[config.mk]
export PLATFORM = sky130hd
export DESIGN_NAME = timed_valve_actuator
export DESIGN_NICKNAME = d
export VERILOG_FILES = /design/src/hdl/tva_pkg.sv /design/src/hdl/timed_valve_actuator.sv
export SDC_FILE = /design/constraint.sdc
export NUM_CORES = 1
export LEC_CHECK = 0
export BUFFER_PORTS_ARGS = -buffer_cell sky130_fd_sc_hd__buf_4
export CAP_MARGIN = 40
export CELL_PAD_IN_SITES_DETAIL_PLACEMENT = 0
export CELL_PAD_IN_SITES_GLOBAL_PLACEMENT = 1
export CORE_ASPECT_RATIO = 0.75
export CORE_UTILIZATION = 39
export CTS_CLUSTER_SIZE = 20
export DETAILED_ROUTE_END_ITERATION = 8
export MAX_ROUTING_LAYER = met4
export PLACE_DENSITY = 0.84
export SLEW_MARGIN = 20
export SYNTH_ARGS = -nofsm -noshare
export SYNTH_HDL_FRONTEND = slang
export SYNTH_SLANG_ARGS = --single-unit
[constraint.sdc]
create_clock -name clock -period 2.8 [get_ports clock]
set_clock_uncertainty 0.05 [all_clocks]
set_input_delay 0.28 -clock clock [delete_from_list [all_inputs] [get_ports clock]]
set_output_delay 0.28 -clock clock [all_outputs]
set_load 0.01 [all_outputs]
[src/hdl/tva_pkg.sv]
// shared types and constants for the timed valve actuator
// no dependencies; imported by timed_valve_actuator and its testbench
package tva_pkg;

   localparam int TickWidth = 16;
   localparam int PosWidth  = 8;

   // request kind, carried in req_tuser
   localparam logic [1:0] FUNC_TICK  = 2'd0;
   localparam logic [1:0] FUNC_WRITE = 2'd1;
   localparam logic [1:0] FUNC_READ  = 2'd2;

   localparam logic [2:0] LOC_VALVE = 3'd3;

   localparam logic [7:0] CMD_CLOSE = 8'd0;
   localparam logic [7:0] CMD_OPEN  = 8'd1;
   localparam logic [7:0] CMD_CYCLE = 8'd2;

   localparam logic [PosWidth-1:0] POS_CLOSED  = 8'd0;
   localparam logic [PosWidth-1:0] POS_OPEN    = 8'd1;
   localparam logic [PosWidth-1:0] POS_UNKNOWN = 8'd255;

   localparam logic STATUS_OK  = 1'b0;
   localparam logic STATUS_ERR = 1'b1;

   // csr register indexes
   localparam logic [1:0] REG_OPEN_TICKS  = 2'd0;
   localparam logic [1:0] REG_CLOSE_TICKS = 2'd1;
   localparam logic [1:0] REG_PAUSE_TICKS = 2'd2;

   localparam logic [TickWidth-1:0] OPEN_TICKS_RST  = 16'd10000;
   localparam logic [TickWidth-1:0] CLOSE_TICKS_RST = 16'd8000;
   localparam logic [TickWidth-1:0] PAUSE_TICKS_RST = 16'd1000;

   // request fields, highest bits first in req_tdata
   typedef struct packed {
      logic [4:0] pad;
      logic [7:0] command;
      logic [2:0] location;
   } req_data_type;

   // result fields, highest bits first in rsp_tdata
   typedef struct packed {
      logic [3:0]          pad;
      logic                busy_res;
      logic                enable_drive;
      logic                close_drive;
      logic                open_drive;
      logic [PosWidth-1:0] read_value;
   } rsp_data_type;

   // one result slot: flag plus data
   typedef struct packed {
      logic         status;
      rsp_data_type data;
   } rsp_item_type;

endpackage

[src/hdl/timed_valve_actuator.sv]
// timed valve actuator: tick/write/read requests drive open, close and enable pins
// depends on tva_pkg (types, codes, reset values)
//
// channel  | dir | handshake             | payload
// ---------+-----+-----------------------+-------------------------------------------
// req      | in  | req_tvalid/req_tready | tuser func, tdata location, command
// rsp      | out | rsp_tvalid/rsp_tready | tuser status, tdata read_value, pins, busy
// csr      | in  | csr_we                | csr_index, csr_wdata (write only)
//
// one request per cycle while req_tready is high; the result is registered in a slot
// the phase, counter and pin update is one pass of logic from the accepted request
// output side is a main slot plus a skid slot, so req_tready drops only when both hold
// a result, and it is a register (no combinational path from rsp_tready)
// synchronous active-high reset: idle phase, pins low, valve position unknown,
// tick lengths back to 10000 / 8000 / 1000
module timed_valve_actuator (
   input  logic        clock,
   input  logic        reset,
   // request channel
   input  logic        req_tvalid,
   output logic        req_tready,
   input  logic [15:0] req_tdata,   // location[2:0], command[10:3], zero[15:11]
   input  logic [1:0]  req_tuser,   // func[1:0]
   // result channel
   output logic        rsp_tvalid,
   input  logic        rsp_tready,
   output logic [15:0] rsp_tdata,   // read_value[7:0], open_drive[8], close_drive[9],
                                    // enable_drive[10], busy_res[11], zero[15:12]
   output logic        rsp_tuser,   // status[0]
   // configuration writes
   input  logic        csr_we,
   input  logic [1:0]  csr_index,
   input  logic [15:0] csr_wdata
);
   import tva_pkg::*;

   // drive sequence phases
   typedef enum logic [2:0] {
      PH_IDLE,
      PH_OPENING,
      PH_CLOSING,
      PH_CYC_OPEN,
      PH_CYC_PAUSE,
      PH_CYC_CLOSE
   } phase_type;

   // configuration registers
   logic [TickWidth-1:0] open_ticks_ff;
   logic [TickWidth-1:0] close_ticks_ff;
   logic [TickWidth-1:0] pause_ticks_ff;

   // actuator state
   phase_type            phase_ff,   phase_in;
   logic [TickWidth-1:0] counter_ff, counter_in;
   logic [PosWidth-1:0]  pos_ff,     pos_in;
   logic                 open_ff,    open_in;
   logic                 close_ff,   close_in;
   logic                 enable_ff,  enable_in;

   // output slots
   logic         main_valid_ff;
   logic         skid_valid_ff;
   rsp_item_type main_item_ff;
   rsp_item_type skid_item_ff;
   rsp_item_type result_in;

   req_data_type req_fields;
   logic         req_accept;
   logic         rsp_accept;
   logic         status_in;
   logic [PosWidth-1:0] read_in;

   assign req_fields = req_data_type'(req_tdata);
   // ready only depends on the skid slot, which is a flop
   assign req_tready = !skid_valid_ff;
   assign req_accept = req_tvalid && req_tready;
   assign rsp_accept = main_valid_ff && rsp_tready;

   assign rsp_tvalid = main_valid_ff;
   assign rsp_tdata  = main_item_ff.data;
   assign rsp_tuser  = main_item_ff.status;

   // single pass: next actuator state and result for the request on the port
   always_comb begin
      phase_in   = phase_ff;
      counter_in = counter_ff;
      pos_in     = pos_ff;
      open_in    = open_ff;
      close_in   = close_ff;
      enable_in  = enable_ff;
      status_in  = STATUS_OK;
      read_in    = '0;

      case (req_tuser)
         FUNC_TICK: begin
            if (phase_ff != PH_IDLE) begin
               if (counter_ff <= TickWidth'(1)) begin
                  // phase ends on this tick; a length of zero acts as one
                  counter_in = '0;
                  case (phase_ff)
                     PH_OPENING: begin
                        open_in  = 1'b0;
                        phase_in = PH_IDLE;
                     end
                     PH_CLOSING: begin
                        close_in = 1'b0;
                        phase_in = PH_IDLE;
                     end
                     PH_CYC_OPEN: begin
                        open_in    = 1'b0;
                        counter_in = pause_ticks_ff;
                        phase_in   = PH_CYC_PAUSE;
                     end
                     PH_CYC_PAUSE: begin
                        close_in   = 1'b1;
                        counter_in = close_ticks_ff;
                        phase_in   = PH_CYC_CLOSE;
                     end
                     PH_CYC_CLOSE: begin
                        close_in  = 1'b0;
                        enable_in = 1'b0;
                        pos_in    = POS_CLOSED;
                        phase_in  = PH_IDLE;
                     end
                     default: begin
                        phase_in = PH_IDLE;
                     end
                  endcase
               end else begin
                  counter_in = counter_ff - TickWidth'(1);
               end
            end
         end
         FUNC_WRITE: begin
            if (req_fields.location != LOC_VALVE) begin
               status_in = STATUS_ERR;
            end else if (phase_ff == PH_IDLE) begin
               // commands while busy and unknown codes are dropped silently
               case (req_fields.command)
                  CMD_CLOSE: begin
                     pos_in     = POS_CLOSED;
                     enable_in  = 1'b0;
                     open_in    = 1'b0;
                     close_in   = 1'b1;
                     counter_in = close_ticks_ff;
                     phase_in   = PH_CLOSING;
                  end
                  CMD_OPEN: begin
                     pos_in     = POS_OPEN;
                     enable_in  = 1'b1;
                     close_in   = 1'b0;
                     open_in    = 1'b1;
                     counter_in = open_ticks_ff;
                     phase_in   = PH_OPENING;
                  end
                  CMD_CYCLE: begin
                     enable_in  = 1'b1;
                     close_in   = 1'b0;
                     open_in    = 1'b1;
                     counter_in = open_ticks_ff;
                     phase_in   = PH_CYC_OPEN;
                  end
                  default: begin
                  end
               endcase
            end
         end
         FUNC_READ: begin
            if (req_fields.location == LOC_VALVE) begin
               read_in = pos_ff;
            end else begin
               status_in = STATUS_ERR;
            end
         end
         default: begin
            // unused func code: no operation
         end
      endcase

      result_in.status            = status_in;
      result_in.data.pad          = '0;
      result_in.data.busy_res     = (phase_in != PH_IDLE);
      result_in.data.enable_drive = enable_in;
      result_in.data.close_drive  = close_in;
      result_in.data.open_drive   = open_in;
      result_in.data.read_value   = read_in;
   end

   // actuator state and configuration
   always_ff @(posedge clock) begin
      if (reset) begin
         open_ticks_ff  <= OPEN_TICKS_RST;
         close_ticks_ff <= CLOSE_TICKS_RST;
         pause_ticks_ff <= PAUSE_TICKS_RST;
         phase_ff       <= PH_IDLE;
         counter_ff     <= '0;
         pos_ff         <= POS_UNKNOWN;
         open_ff        <= 1'b0;
         close_ff       <= 1'b0;
         enable_ff      <= 1'b0;
      end else begin
         if (csr_we) begin
            case (csr_index)
               REG_OPEN_TICKS:  open_ticks_ff  <= csr_wdata;
               REG_CLOSE_TICKS: close_ticks_ff <= csr_wdata;
               REG_PAUSE_TICKS: pause_ticks_ff <= csr_wdata;
               default: begin
                  // index beyond the register list
               end
            endcase
         end
         if (req_accept) begin
            phase_ff   <= phase_in;
            counter_ff <= counter_in;
            pos_ff     <= pos_in;
            open_ff    <= open_in;
            close_ff   <= close_in;
            enable_ff  <= enable_in;
         end
      end
   end

   // output slot valid flags
   always_ff @(posedge clock) begin
      if (reset) begin
         main_valid_ff <= 1'b0;
         skid_valid_ff <= 1'b0;
      end else begin
         if (skid_valid_ff) begin
            // no new transfer here since ready is low; refill main from skid
            if (rsp_accept) begin
               skid_valid_ff <= 1'b0;
            end
         end else if (req_accept) begin
            if (main_valid_ff && !rsp_tready) begin
               skid_valid_ff <= 1'b1;
            end else begin
               main_valid_ff <= 1'b1;
            end
         end else if (rsp_accept) begin
            main_valid_ff <= 1'b0;
         end
      end
   end

   // output slot payload
   always_ff @(posedge clock) begin
      if (skid_valid_ff) begin
         if (rsp_accept) begin
            main_item_ff <= skid_item_ff;
         end
      end else if (req_accept) begin
         if (main_valid_ff && !rsp_tready) begin
            skid_item_ff <= result_in;
         end else begin
            main_item_ff <= result_in;
         end
      end
   end

`ifndef SYNTHESIS
   // the skid slot is only filled behind a held main slot
   assert property (@(posedge clock) disable iff (reset)
      skid_valid_ff |-> main_valid_ff)
      else $error("skid slot holds a result while main slot is empty");

   // motor drives are never both on
   assert property (@(posedge clock) disable iff (reset)
      !(open_ff && close_ff))
      else $error("open and close drives active together");

   // no motor drive outside a running sequence
   assert property (@(posedge clock) disable iff (reset)
      (phase_ff == PH_IDLE) |-> (!open_ff && !close_ff))
      else $error("motor drive active while idle");

   // every transfer in leaves a result waiting next cycle
   assert property (@(posedge clock) disable iff (reset)
      req_accept |=> rsp_tvalid)
      else $error("request transfer produced no result");
`endif

endmodule

* Word level (Yosys, flattened, before mapping)
Index checks and enable logic that the tools add are counted.
** Word-level totals
- Register bits after elaboration :: 110
- Input port bits :: 41
- Output and inout bits :: 19
** Operators by class
- Add/sub/neg operators :: 1
- Order comparisons :: 1
- Equal/unequal tests :: 23
- Muxes and demuxes :: 58
- Bitwise operators :: 1
- Reduce and logical (&&, ||, !) cells :: 25
** Operator list (count)
- $pmux 16 s2 :: 3
- $mux 17 :: 4
- $mux 16 :: 4
- $mux 8 :: 7
- $pmux 8 s2 :: 2
- $mux 1 :: 23
- $le 16x1->1 const B :: 1
- $pmux 1 s2 :: 8
- $sub 16x1->16 const B :: 1
- $mux 3 :: 4
- $ne 2x2->1 const B :: 6
- $pmux 3 s2 :: 2
- $eq 3x2->1 const B :: 3
- $pmux 3 s3 :: 1
- $reduce_and 3->1 :: 3
- $eq 8x1->1 const B :: 1
- $eq 8x2->1 const B :: 1
- $logic_not 8->1 :: 1
- $reduce_and 8->1 :: 1
- $eq 3x3->1 const B :: 2
- $ne 3x3->1 const B :: 2
- $reduce_and 2->1 :: 3
- $reduce_and 6->1 :: 1
- $reduce_bool 2->1 :: 3
- 12 further kinds :: 22

* Depth between registers and ports, before layout
Gate-level depths: netlist of run 1.
- Depth after elaboration :: 9
- Gate-level depth with buffers :: 10
- Mapped depth without buffers :: 8

* Worst setup path after synthesis of run 1
OpenSTA, ideal clock, no wires.
- Path type :: register to register
- Start :: register counter_ff[12]
- End :: register main_item_ff, in the netlist rsp_tdata[11] (data pin)
- Library setup time :: 260 ps
- Data arrival time :: 2197 ps
- Path slack :: 293 ps
- Stages on the path, launching flop included :: 7
- Path buffers :: 0
- Period minus slack after synthesis :: 2507 ps
- Cell sequence :: dfxtp_1 -> or4_4 -> or4_4 -> o31a_1 -> a31oi_2 -> o211ai_2 -> mux2_4
** RTL lines
- from (decl) :: RTL line timed_valve_actuator.sv:54 : logic [TickWidth-1:0] counter_ff, counter_in;
- from (signal assigned) :: RTL line timed_valve_actuator.sv:214 : counter_ff <= counter_in;
- to (signal assigned) :: RTL line timed_valve_actuator.sv:250 : main_item_ff <= skid_item_ff;
- to (signal assigned) :: RTL line timed_valve_actuator.sv:256 : main_item_ff <= result_in;
- to (decl) :: RTL line timed_valve_actuator.sv:63 : rsp_item_type main_item_ff;

==> impl_results.md, run 1 <==
* Outcome: complete, no violations
* Final TNS setup at 0 ns
* # placed instances at 731
* Total track usage at 0.207
* First-pass GRT wire length at 19.3 mm
* PortBufs at 50
* Met2 usage at 0.324
* Critical Path Sink Type: register
* Final Wtd Congestion at around 0.85
* Critical path class: register to register
* Pin count of the biggest net entering global routing at 67
* Grt total ovfl at 0
* Number of synthesized flops with an enable pin at 14
* Fin nets at about 630
* Root Buffer Master: clkbuf_16
* Global Route met3 Usage at 0.0350
* Origin of the critical flop-to-flop path: counter_ff[15]
* Final design utilization at 0.482
* R2r setup slk at approximately 0.17 ns
* Synth unique cells at approximately 70
* Final hold vios at 0
* Cells after synthesis at 544
* Worst Path Buf+Inv at 0
* Detailed Routing Iterations Pass 1 at 4
* Die area at 12200 um2
* Initial antenna violation count at 0
* Register area at around 1900 um2
* Critical Path, Cell by Cell: or4_4 > or4_4 > o31a_1 > a31oi_2 > o211ai_2 > mux2_4
* CTS tree: built
* Most frequent cells in the layout: nand2_1, dfxtp_1, buf_4
* Cell taking the most area after synthesis: dfxtp_1
* Area after DPL at 5100 um2
* Vias at 4061
* Fin crit period at ~2.6 ns
* RSZ-0062 raised after global routing: false
* Setup WS pre-CTS at approximately 0.075 ns
* Most common cell after layout, fill and taps aside: nand2_1
* Initial Util at 0.410
* Top FF cell, synth: dfxtp_1
* Yosys warning total at 0
* Measured slew at the worst slew-check pin at 0.845 ns
* Hold Path Class: input pin to register
* Post-route insts no fill at 746
* Slowest CP cell: or4_4
* Cell mode on critical path: or4_4
* Wire per inst at around 16 um
* Crit path to: rsp_tdata[11]
* Pwr/cell area at between 500 and 600 nW/um2
* Crit path from: counter_ff[15]
* DRC viols at 0
* Largest delay share family, worst path: simple AND/OR/NAND/NOR gates
* Post_cts resized at 0
* Maxcap violations at 0
* Die height at around 96 um
* Vias in the first global route at a little under 4000
* Startpoint class of the critical path: register
* Worst vdd ir at around 0.0004 V
* Share of cells above drive strength 1 at 0.197
* Share of the synthesized area in the top cell type at 0.323
* Worst Path Required at 2.84 ns
* CTS Sinks at between 80 and 90
* Post-synth ARST share at 0
* Final Cycle Share at 0.940
* Final HPWL DP at around 8.2 mm
* CTS Buf Count at 9
* FILL cells at around 1100
* Post-route setup slack at 0.168 ns
* Critical Path Max Stage Delay at about 0.55 ns
* Syn avg cell area at 8.44 um2
* Design area at approximately 5400 um2
* GR Util met1 at 0.277
* Area of the multi-input gates at 2410 um2
* Die W at about 130 um
* Routed vias/inst at around 5.4
* Crit-path max FO at 3
* Initial DRC count at 289
* Hold buffer count at CTS at 0
* Antenna cells at 0
* Crit path depth at 6
* Leakage at between 2 and 2.5 nW
* Number of cells on the worst reg-to-reg path at 6
* RR Endpoint: rsp_tdata[11]
* Yosys reg bits at 88
* ANT nets after route at 0
* Final setup vio count at 0
* Clock transition at path regs at 0.06 ns
* Crit path DAT at 2.67 ns
* Drt total wl at 11.7 mm
* H-tree levels at 3
* Max_slew headroom at 0.432
* Area grow syn2layout at 17.5%
* Seq/Total Area, Yosys at 0.414
* Num rows at 33
* GR peak layer: met2
* Fmax at approximately 380 MHz
* Slew Limit Fails at 0
* IO Pins at 60
* Area contributors post-synth: dfxtp_1, nand2_1, edfxtp_1
* Postcts setup bufs at 0
* Core box area at about 11000 um2
* Clock buffer depth at 2
* Post-Syn Area at 4590 um2
* Clk_lat worst skew at about 0.34 ns
[where the power goes]
part / internal (mW) / switching (mW)
registers: 1.34 / 0.0352
clock network: 0.715 / 0.498
logic: 0.215 / 0.265
[how the worst min path moves through the flow]
stage	start	endpoint	slack, ns	cells past startpoint
2_1_floorplan	rsp_tready	skid_valid_ff	0.33	1
3_3_place_gp	pos_ff[6]	pos_ff[6]	0.38	1
3_5_place_dp	open_ticks_ff[12]	open_ticks_ff[12]	0.40	2
4_1_cts	rsp_tready	skid_valid_ff	0.08	2
5_1_grt	rsp_tready	skid_valid_ff	0.10	2
6_report	rsp_tready	skid_valid_ff	0.08	2
[layout make-up]
class                           count  area share
Multi-Input combinational cell    404       0.447
Sequential cell                    88       0.353
Inverter                            8     0.00557
Timing Repair Buffer               74       0.103
Tap cell                          157      0.0364
Clock inverter                      4     0.00998
Clock buffer                       11      0.0450
[synthesized netlist by cell type (5+ instances only)]
| cell type | number |
|---|---|
| edfxtp_1 | 14 |
| nand3_1 | 10 |
| o31ai_1 | 7 |
| a22o_1 | 5 |
| nor2_1 | 27 |
| xor2_1 | 6 |
| and3_1 | 5 |
| mux2_2 | 11 |
| o21ai_0 | 19 |
| a211oi_1 | 5 |
| a221oi_1 | 8 |
| ha_1 | 5 |
| mux2i_1 | 11 |
| nand2_1 | 126 |
| nand3b_1 | 21 |
| a21oi_1 | 49 |
| inv_1 | 7 |
| a22oi_1 | 13 |
| clkbuf_1 | 23 |
| dfxtp_1 | 74 |
| buf_4 | 11 |
[kinds of logic after synthesis]
group,after synthesis,synth area share
buffers and inverters,55,0.0635
adders and majority gates,5,0.0136
other,1,0.000817
muxes,23,0.0543
AOI/OAI and AO/OA,130,0.185
xor gates and xnor gates,9,0.0172
and+or+nand+nor,233,0.251
DFF,88,0.414
[state kept, by name, summed over array words and instances (netlist names), 2 cells and up]
name	flops
rsp_tdata	6
pos_ff	2
pause_ticks_ff	16
close_ticks_ff	16
counter_ff	16
skid_item_ff	7
open_ticks_ff	16
phase_ff	3
[routing by layer]
metal | share of wire | vias up
met5 | 0 | -
met4 | 0.014 | 0
met3 | 0.038 | 15
met2 | 0.45 | 90
met1 | 0.50 | 1957
li1 | - | 1999
[worst register-to-register path, cell delays in order, from the launching register on]
cell	delay, ns
dfxtp_1	0.32
or4_4	0.55
or4_4	0.51
o31a_1	0.32
a31oi_2	0.19
o211ai_2	0.16
mux2_4	0.28
[through the flow]
stage               power, mW  hold slack (ns)
floorplan                1.71            0.330
global placement         1.87            0.381
detailed placement       1.88            0.398
global route             3.20            0.100
finish                   3.07           0.0836
CTS                      3.09           0.0753
No activity file was read; power rests on OpenSTA's default activity.
==> inputs of run 2 (changes only) <==
==> constraint.sdc (replaced) <==
create_clock -name clock -period 2.5 [get_ports clock]
set_clock_uncertainty 0.05 [all_clocks]
set_input_delay 0.25 -clock clock [delete_from_list [all_inputs] [get_ports clock]]
set_output_delay 0.25 -clock clock [all_outputs]
set_load 0.01 [all_outputs]
==> run 2 against run 1 <==
Non-clock buffer count grew 14. Worst setup slack worse by 0.15 ns. Sequential share of layout area shrank 0.96 points. First-iteration DRC count increased by 12%. Design area is 2.8% higher. Register-to-register slack worse by 0.15 ns. Clock power up 12%. Cell count grew 2.0%. Utilization up 1.4 points.
==> impl_results.md, run 2 (same netlist as run 1, synthesis figures left out) <==
* Fin crit period at 2.48 ns
* Pin count of the biggest net entering global routing at 67
* Final hold vios at 0
* Final setup vio count at 0
* Slowest CP cell: or4_4
* Total track usage at 0.215
* Final HPWL DP at between 8 and 9 mm
* Hold Path Class: input pin to register
* Fmax at 404 MHz
* Wire per inst at between 15 and 20 um
* Worst Path Buf+Inv at 0
* Startpoint class of the critical path: register
* Antenna cells at 0
* Slew Limit Fails at 0
* IO Pins at 60
* Cell mode on critical path: or4_4
* Maxcap violations at 0
* Root Buffer Master: clkbuf_16
* ANT nets after route at 0
* Most common cell after layout, fill and taps aside: nand2_1
* Die W at ~130 um
* Clock transition at path regs at approximately 0.07 ns
* Fin nets at about 650
* Pwr/cell area at approximately 630 nW/um2
* Final TNS setup at 0 ns
* CTS Buf Count at 9
* H-tree levels at 3
* CTS Sinks at 88
* Critical path class: register to register
* PortBufs at 50
* Drt total wl at about 12 mm
* RSZ-0062 raised after global routing: true
* Largest delay share family, worst path: simple AND/OR/NAND/NOR gates
* Leakage at 2.30 nW
* Critical Path Max Stage Delay at 0.56 ns
* Share of cells above drive strength 1 at 0.224
* Measured slew at the worst slew-check pin at between 0.7 and 0.8 ns
* Crit-path max FO at 3
* Vias in the first global route at ~3800
* Vias at ~4100
* First-pass GRT wire length at 19.6 mm
* Detailed Routing Iterations Pass 1 at 5
* Initial DRC count at around 320
* Area grow syn2layout at 20.8%
* Worst Path Required at about 2.6 ns
* Num rows at 33
* Die area at between 10000 and 15000 um2
* Worst vdd ir at ~0.00043 V
* CTS tree: built
* Max_slew headroom at 0.508
* Final Wtd Congestion at 0.944
* Clock buffer depth at 2
* Outcome: complete, no violations
* Grt total ovfl at 0
* Core box area at between 10000 and 15000 um2
* Die height at between 90 and 100 um
* FILL cells at roughly 1000
* Crit path DAT at about 2.5 ns
* Clk_lat worst skew at 0.35 ns
* Design area at between 5000 and 6000 um2
* Critical Path, Cell by Cell: or4_4 > or4_4 > o31a_1 > a31oi_2 > o211ai_2 > mux2_4
* Area after DPL at ~5200 um2
* Initial antenna violation count at 0
* DRC viols at 0
* Routed vias/inst at 5.42
* Critical Path Sink Type: register
* Most frequent cells in the layout: nand2_1, buf_4, dfxtp_1
* Initial Util at 0.410
* Final Cycle Share at 0.991
-- run 2: path summary, 6_finish.rpt --
path / startpoint / slack (ns) / depth (start not counted) / end
worst max-delay path: counter_ff[15] / 0.02 / 6 / rsp_tdata[11]
worst min-delay path: rsp_tready / 0.05 / 2 / skid_valid_ff
worst max register to register: counter_ff[15] / 0.02 / 6 / rsp_tdata[11]
worst min register to register: pause_ticks_ff[11] / 0.41 / 2 / pause_ticks_ff[11]
-- run 2: worst register-to-register path, cell delays in order, from the launching register on --
cell and delay, ns:
dfxtp_1 0.31, or4_4 0.56, or4_4 0.46, o31a_1 0.26, a31oi_2 0.20, o211ai_2 0.12, mux2_4 0.27
-- run 2: power by group --
group          internal (mW)  leakage [nW]  total (mW)  switching (mW)
Sequential              1.50         0.734        1.54          0.0377
Combinational          0.271          1.42       0.586           0.315
Clock                  0.750         0.144        1.36           0.605
-- run 2: routing by layer --
metal  vias to the layer above  wire (um)  track usage
li1                       2026          -            -
met1                      1940       5910        0.293
met2                       142       5260        0.320
met3                        13        768       0.0450
met4                         0        154       0.0635
met5                         -          0            -
-- run 2: timing repair --
action	4_1_cts	5_1_grt
hold buffers	0	0
buffers inserted	0	5
resized for setup	3	2
setup endpoints to repair	13	5
pin swaps	3	0
-- run 2: cell type report --
cell class / instances / area, um2 / share of cell area
inverter: 8 / 30.0 / 0.00542
clock buffer: 11 / 254 / 0.0458
sequential: 88 / 1900 / 0.343
multi-input combinational: 404 / 2440 / 0.440
clock inverter: 5 / 50.0 / 0.00903
tap: 157 / 196 / 0.0354
timing repair buffer: 88 / 673 / 0.121
-- run 2: stage by stage --
step           hold WS [ns]  total power [mW]  utilization  setup slack, ns  instances
4_1_cts              0.0405              3.47        0.491           0.0238        756
6_report             0.0466              3.48        0.495           0.0223        761
5_1_grt              0.0453              3.62        0.495          -0.0763        761
3_3_place_gp          0.378              2.12        0.463           -0.159        740
2_1_floorplan         0.300              1.91            -           0.0506        547
3_5_place_dp          0.384              2.13        0.463           -0.335        740
==> inputs of run 3 (changes only) <==
--- a/config.mk
+++ b/config.mk
@@ -7,14 +7,14 @@
 export LEC_CHECK = 0
 export BUFFER_PORTS_ARGS = -buffer_cell sky130_fd_sc_hd__buf_4
 export CAP_MARGIN = 40
-export CELL_PAD_IN_SITES_DETAIL_PLACEMENT = 0
-export CELL_PAD_IN_SITES_GLOBAL_PLACEMENT = 1
+export CELL_PAD_IN_SITES_DETAIL_PLACEMENT = 1
+export CELL_PAD_IN_SITES_GLOBAL_PLACEMENT = 2
 export CORE_ASPECT_RATIO = 0.75
-export CORE_UTILIZATION = 39
+export CORE_UTILIZATION = 35
 export CTS_CLUSTER_SIZE = 20
 export DETAILED_ROUTE_END_ITERATION = 8
 export MAX_ROUTING_LAYER = met4
-export PLACE_DENSITY = 0.84
+export PLACE_DENSITY = 0.91
 export SLEW_MARGIN = 20
 export SYNTH_ARGS = -nofsm -noshare
 export SYNTH_HDL_FRONTEND = slang
==> run 3 against run 2 <==
The flow now finishes with violations (setup timing). Largest power group unchanged. Fmax fell by 1.2%. Combinational power rose by 1%. Sequential power about the same.
==> impl_results.md, run 3 (same netlist as run 1, synthesis figures left out) <==
* ANT nets after route at 0
* Worst Path Required at 2.55 ns
* Failing checks: setup timing
* Final hold vios at 0
* Final setup vio count at 1
* Leakage at about 2.3 nW
* Max_slew headroom at 0.481
* Hold buffer count at CTS at 0
* Final TNS setup at -0.00664 ns
* Fmax at around 400 MHz
* Clock transition at path regs at approximately 0.07 ns
* Die W at about 130 um
* Drt total wl at approximately 14 mm
* IO Pins at 60
* Critical path class: register to register
* DRC viols at 0
* Post-route setup slack at -0.00664 ns
* Root Buffer Master: clkbuf_16
* Crit path DAT at about 2.6 ns
* Die height at between 100 and 150 um
* Final design utilization at 0.441
* Initial DRC count at just over 200
* Slew Limit Fails at 0
* Setup WS pre-CTS at -0.183 ns
* Area grow syn2layout at 20.4%
* Final Wtd Congestion at ~0.89
* Detailed Routing Iterations Pass 1 at 4
* Initial Util at 0.366
* Design area at ~5500 um2
* Initial antenna violation count at 0
* Fin nets at approximately 640
* Routed vias/inst at between 5 and 6
* Clock buffer depth at 2
* Pwr/cell area at about 630 nW/um2
* Measured slew at the worst slew-check pin at 0.777 ns
* H-tree levels at 3
* Clk_lat worst skew at around 0.34 ns
* Postcts setup bufs at 0
* Final HPWL DP at slightly below 10 mm
* Core box area at 12500 um2
* RSZ-0062 raised after global routing: true
* Fin crit period at 2.51 ns
* Most common cell after layout, fill and taps aside: nand2_1
* PortBufs at 50
* Wire per inst at between 15 and 20 um
* Vias at 4172
* First-pass GRT wire length at about 22 mm
* Vias in the first global route at between 4000 and 5000
* Total track usage at 0.217
* Worst vdd ir at a little over 0.0003 V
* Final Cycle Share at 1.00
* CTS Sinks at slightly below 90
* Most frequent cells in the layout: nand2_1, buf_4, dfxtp_1
* Maxcap violations at 0
* Outcome: finished with violations
* Die area at roughly 14000 um2
* Pin count of the biggest net entering global routing at 67
* Num rows at 35
* Area after DPL at around 5200 um2
* Startpoint class of the critical path: register
* CTS tree: built
* Power, Total at 3.47 mW
* Grt total ovfl at 0
* Share of cells above drive strength 1 at 0.221
* Critical Path Sink Type: register
* CTS Buf Count at 9
* Crit-path max FO at 3
* Hold Path Class: input pin to register
* Antenna cells at 0
## run 3: metal layers
metal,global-route usage,wire length (um)
met5,-,0
met4,0.0545,157
met1,0.284,6620
met3,0.0335,472
met2,0.351,6360
## run 3: worst max-delay path: stages, from the launching register on
cell	delay, ns
dfxtp_2	0.33
or4_4	0.55
or4_4	0.47
o31a_1	0.27
a31oi_2	0.18
o211ai_2	0.14
mux2_4	0.28
## run 3: final cells by class
type,instances,area [um2]
Multi-Input combinational cell,404,2450
Timing Repair Buffer,85,651
Tap cell,166,208
Clock buffer,10,229
Clock inverter,6,60.1
Sequential cell,88,1900
Inverter,8,30.0
Fill cell,1509,7000
## run 3: power by group
part	switching, mW	total [mW]	internal [mW]	leakage [nW]
logic	0.329	0.593	0.263	1.41
registers	0.0387	1.54	1.50	0.734
clock network	0.573	1.34	0.770	0.140
total	0.941	3.47	2.53	2.28
## run 3: metrics by stage
step	std cells	hold WS (ns)
after floorplan	547	0.300
after global placement	751	0.378
after detailed placement	751	0.388
after CTS	767	0.0478
after global routing	767	0.0645
final	767	0.0543
## run 3: worst paths after layout
kind | from | end | slack, ns | depth (start not counted)
worst max-delay path | counter_ff[15] | rsp_tdata[11] | -0.007 | 6
worst min-delay path | rsp_tready | skid_valid_ff | 0.05 | 2
worst max register to register | counter_ff[15] | rsp_tdata[11] | -0.007 | 6
worst min register to register | pause_ticks_ff[2] | pause_ticks_ff[2] | 0.41 | 2
## run 3: repair_timing
action	in CTS	in global routing
hold endpoints to repair	0	0
gates resized for setup	6	3
setup endpoints to repair	5	7
pin swaps	1	2
